$ cat src/sv/lqa_isqrt.sv
// Pipelined integer square root, one result bit per stage.
module lqa_isqrt #(
  parameter int VW = 64,
  parameter int SW = 8
) (
  input  logic            clk_i,
  input  logic            rst_ni,
  input  logic            en_i,
  input  logic            valid_i,
  input  logic [VW-1:0]   rad_i,
  input  logic [SW-1:0]   side_i,
  output logic            valid_o,
  output logic [VW/2-1:0] root_o,
  output logic [SW-1:0]   side_o
);
  localparam int RW = VW / 2;
  localparam int XW = VW + 2;

  logic          vld_q  [RW];
  logic [XW-1:0] rem_q  [RW];
  logic [RW-1:0] root_q [RW];
  logic [SW-1:0] side_q [RW];

  for (genvar k = 0; k < RW; k++) begin : g_bit
    localparam int B = RW - 1 - k;
    logic          vld_in;
    logic [XW-1:0] rem_in;
    logic [XW-1:0] trial;
    logic [RW-1:0] root_in;
    logic [SW-1:0] side_in;

    if (k == 0) begin : g_first
      assign vld_in  = valid_i;
      assign rem_in  = XW'(rad_i);
      assign root_in = '0;
      assign side_in = side_i;
    end else begin : g_next
      assign vld_in  = vld_q[k-1];
      assign rem_in  = rem_q[k-1];
      assign root_in = root_q[k-1];
      assign side_in = side_q[k-1];
    end

    assign trial = (XW'(root_in) << (B + 1)) | (XW'(1) << (2 * B));

    always_ff @(posedge clk_i or negedge rst_ni) begin
      if (!rst_ni) begin
        vld_q[k] <= 1'b0;
      end else if (en_i) begin
        vld_q[k] <= vld_in;
      end
    end

    always_ff @(posedge clk_i) begin
      if (en_i) begin
        side_q[k] <= side_in;
        if (rem_in >= trial) begin
          rem_q[k]  <= rem_in - trial;
          root_q[k] <= root_in | (RW'(1) << B);
        end else begin
          rem_q[k]  <= rem_in;
          root_q[k] <= root_in;
        end
      end
    end
  end

  assign valid_o = vld_q[RW-1];
  assign root_o  = root_q[RW-1];
  assign side_o  = side_q[RW-1];

endmodule

$ cat config.mk
export PLATFORM = sky130hd
export DESIGN_NAME = lqa_isqrt
export DESIGN_NICKNAME = d
export VERILOG_FILES = /design/src/sv/lqa_isqrt.sv
export SDC_FILE = /design/constraint.sdc
export NUM_CORES = 2
export LEC_CHECK = 0
export BUFFER_PORTS_ARGS = -buffer_cell sky130_fd_sc_hd__buf_2
export CAP_MARGIN = 20
export CORE_AREA = 3 3 485 487
export DETAILED_ROUTE_END_ITERATION = 8
export DIE_AREA = 0 0 488 490
export PLACE_DENSITY = 0.77
export RECOVER_POWER = 100
export SKIP_CTS_REPAIR_TIMING = 1
export SYNTH_ARGS = -nofsm -noshare
export SYNTH_HDL_FRONTEND = slang
export SYNTH_SLANG_ARGS = --single-unit
$ cat constraint.sdc
create_clock -name clk_i -period 3.5 [get_ports clk_i]
set_input_delay 0.7 -clock clk_i [delete_from_list [all_inputs] [get_ports clk_i]]
set_output_delay 0.7 -clock clk_i [all_outputs]
set_load 0.1 [all_outputs]
### Yosys cells after proc, flatten, opt, wreduce, memory -nomap -nowiden

Memory sizes are Yosys's and may differ from the RTL's.
Index checks and enable logic that the tools add are counted.

* flip-flop bits (word level): 32
* memory bits (writable): 3392
* bits of input ports: 76
* output and inout port bits: 41
* word-level logic and storage cells: 421
* memories kept: 3

* add/sub/neg operators: 32
* $lt $le $gt $ge: 32
* multiplexer cells: 258
* bitwise logic cells: 64

Memory list
* rem_q: depth 32, width 66, read ports 31, clocked after memory_dff 0, write ports 32, RTL line 20 `logic [XW-1:0] rem_q [RW];`
* root_q: depth 32, width 32, read ports 32, clocked after memory_dff 0, write ports 32, RTL line 21 `logic [RW-1:0] root_q [RW];`
* side_q: depth 32, width 8, read ports 32, clocked after memory_dff 0, write ports 32, RTL line 22 `logic [SW-1:0] side_q [RW];`

Operators with widths (number)
* $mux W66: 32
* $mux W32: 32
* $mux W1: 194
* $ge A66 B33 Y1: 1
* $ge A66 B34 Y1: 1
* $ge A66 B35 Y1: 1
* $ge A66 B36 Y1: 1
* $ge A66 B37 Y1: 1
* $ge A66 B38 Y1: 1
* $ge A66 B39 Y1: 1
* $ge A66 B40 Y1: 1
* $ge A66 B41 Y1: 1
* $ge A66 B42 Y1: 1
* $ge A66 B43 Y1: 1
* $ge A66 B44 Y1: 1
* $ge A66 B45 Y1: 1
* $ge A66 B46 Y1: 1
* $ge A66 B47 Y1: 1
* $ge A66 B48 Y1: 1
* $ge A66 B49 Y1: 1
* $ge A66 B50 Y1: 1
* $ge A66 B51 Y1: 1
* $ge A66 B52 Y1: 1
* $ge A66 B53 Y1: 1
* 44 further kinds: 107

### Depth between registers and ports, before layout

An unclocked memory read counts as a cell.

* depth after elaboration: 6
* gate-level depth with buffers: 15
* gate-level depth less buffers: 12

### Worst setup path after synthesis

OpenSTA, ideal clock, no wires.

* kind: input -> register
* start point: input en_i
* end point: memory rem_q[1][924] (netlist bit), enable pin
* setup time: 0.490 ns
* arrival time: 4.387 ns
* required time: 3.010 ns
* slack: -1.377 ns
* stages on the path: 5
* buffers on the path: 5
* cell sequence: clkbuf_1 clkbuf_1 clkbuf_1 clkbuf_1 clkbuf_1

RTL lines
* from (decl): RTL line 8 `input logic en_i,`
* to (decl): RTL line 20

==> results.ini <==
[outcome]
violations=max-capacitance violations, max-slew violations, negative setup slack
status=finished with violations

[route]
drc=0
drt-vias-per-instance=6.04
ant_nets=0
drtPass1Iterations=8
drt-total-wl_um=341000
drtIter0Drc=9660
post_drt_wl_per_cell_um=22.7
vias=90893

[yosys]
synth_fp_nets=11118
yosysUniqueCellTypes=88
seq_area_frac_synth=0.641
yosysWarnings=0
synth_edf_count=2829
synth_compound_area_frac=0.0859
synthArstFlopShare=0.0112
syn-cell-area_um2=134000
synth-simple-area-share=0.125
synthesis.instances=10484
synth.ff_latch_count=2861
ys_top_cells_by_area=edfxtp_1, ha_1, xnor2_1, xor2_1, nand2_1
synth_flop_cell=edfxtp_1
synth_fa_ha_area_frac=0.0522
synth_mux_area_frac=0.00831
synth_top_family_by_area=simple AND/OR/NAND/NOR gates
synth_area_leader_cell=edfxtp_1
synthXorXnorAreaFrac=0.0614
synth.avg_cell_area_um2=12.8
synth_top_area_share=0.635

[critical_path]
timing.rr.start=rem_q[1][713]$_DFFE_PP_
required_ps=4160
reg2reg_slack_ps=-240
startpoint=rem_q[1][713]$_DFFE_PP_
cp_data_arrival_time_ps=4400
critPathCaptureType=flop
worstRegToRegCells=10
worstSetupPathType=reg -> reg
worstReg2RegEnd=rem_q[1][779]$_DFFE_PP_
critPathLaunchType=flop
worstPathMaxFanout=7
critPathCapture=rem_q[1][779]$_DFFE_PP_

[sta]
finalWorstSetupSlack_ps=-239
maxSlewHeadroom=-0.270
setup_tns_ps=-11010
finalSetupViolCount=225
whs_ps=61.5
fmax_mhz=267
post-route-period-util=1.07
finClkSkew_ps=78.7
rsz0062_at_grt=true
fin_crit_ps=3740
worstMarginPinSlew_ps=1910
final_hold_viol_count=0
slew_viol_final=827

[global_routing]
grt_first_pass_wirelength_um=507000
use_met2=0.457
grt_pass1_vias=87893
busiest_layer=met2
antenna_found_initial=11
grt_max_degree=194
use_met1=0.365
grt_usage=0.274
grt_overflow=0
met3_usage=0.0446

[cts]
cts_tree=built
cts.sinks=2861
clk_pin_slew_ps=70
cts_buffer_depth=4
h-tree-depth=5
clkLatencyLatePin_ps=940
ctsRootBufferMaster=clkbuf_16
cts-buffers-inserted=308

[floorplan]
dieArea_um2=239000
start_util=0.577
std_cell_rows=177
die_x_um=488
ios=117
core_region_area_um2=232000
die_y_um=490

[place]
place_ws_ps=-574
dp_hpwl_um=248000
port_buffers=116
place.gp.congestion=0.996

[pwr]
peakVddDrop_mv=0.572
powerDensity_nw_per_um2=637
finalPower_w=0.0999
leakagePower_nw=59.3

[layout]
fill_cells=15936
fin_util=0.676
synthToLayoutAreaGrowth_pct=17.2
final_common_cell=edfxtp_1
final_nets=12406
layout_common_cells=edfxtp_1, nand2_1, buf_4, inv_1, nor2_1
drive_above_1_share=0.152

[hold_path]
hp-class=in -> reg

[run]
drv_cap=8

## state kept, by name (all words and copies together), names as in the netlist
signal and count:
side_q 256, g_bit.vld_in 31, rem_q 2045, root_q 528
valid_o 1
## layout make-up
class	count	area (um2)	share of cell area
Tap cell	3043	3810	0.0243
Timing Repair Buffer	1230	8830	0.0564
Clock buffer	372	8170	0.0521
Sequential cell	2861	85800	0.547
Clock inverter	160	1400	0.00891
Inverter	676	2540	0.0162
Multi-Input combinational cell	6695	46200	0.295
Antenna cell	6	15.0	0.0000958
## stage by stage
step | instances | area, um2
global placement | 14372 | 145000
global route | 15038 | 157000
detailed placement | 14372 | 145000
CTS | 14904 | 154000
finish | 15043 | 157000
floorplan | 10484 | 134000
## Yosys cell counts (all sizes together), types with 35 or more instances
| library cell | count |
|---|---|
| edfxtp | 2829 |
| nand2 | 806 |
| inv | 676 |
| nor2 | 644 |
| ha | 558 |
| a21oi | 554 |
| o21ai | 536 |
| xnor2 | 473 |
| xor2 | 464 |
| nor4 | 389 |
| nor3 | 282 |
| clkbuf | 231 |
| a21o | 214 |
| nand3 | 193 |
| nand4 | 182 |
| nand2b | 121 |
| or3 | 117 |
| o21a | 109 |
| mux2 | 88 |
| nor2b | 72 |
| nor4b | 68 |
| or4 | 68 |
| o21bai | 55 |
| a211oi | 53 |
| and3 | 52 |
| or2 | 52 |
| a31oi | 47 |
| and2 | 36 |
| o211ai | 35 |
## worst min path at each step
| stage | start | end | slack [ps] | depth (start not counted) |
|---|---|---|---|---|
| 6_report | rad_i[62] | rem_q[0][62]$_DFFE_PP_ | 60 | 2 |
| 5_1_grt | rad_i[62] | rem_q[0][62]$_DFFE_PP_ | 30 | 2 |
| 4_1_cts | rst_ni | valid_o$_DFFE_PN0P_ | -250 | 1 |
| 3_5_place_dp | side_q[0][45]$_DFFE_PP_ | side_q[0][53]$_DFFE_PP_ | 400 | 0 |
| 3_3_place_gp | side_q[0][93]$_DFFE_PP_ | side_q[0][101]$_DFFE_PP_ | 400 | 0 |
| 2_1_floorplan | rst_ni | g_bit[10].vld_in$_DFFE_PN0P_ | 400 | 0 |
## worst max-delay path: stages (launching register included)
cell,delay (ps)
edfxtp_1,390
or4_4,550
or3_4,350
or2_4,260
or4_4,460
nor4_4,330
nor3_2,70
and2_4,180
or4b_4,600
o31ai_2,240
nand2_1,60
## where the power goes
group	switching, W	internal [W]
combinational	0.0127	0.00973
sequential	0.00320	0.0430
clock	0.0131	0.0182
## cell families after synthesis
group                      Yosys count
and+or+nand+nor                   3236
DFF                               2861
AOI/OAI and AO/OA                 1864
xor gates and xnor gates           937
buffers and inverters              928
adders and majority gates          558
muxes                              100
## metal layers
| layer | share of wire | wire [um] |
|---|---|---|
| met1 | 0.40 | 135000 |
| met2 | 0.48 | 165000 |
| met4 | 0.039 | 13400 |
| met5 | 0.00013 | 46 |
| met3 | 0.081 | 27600 |
(Power assumes the default switching activity.)
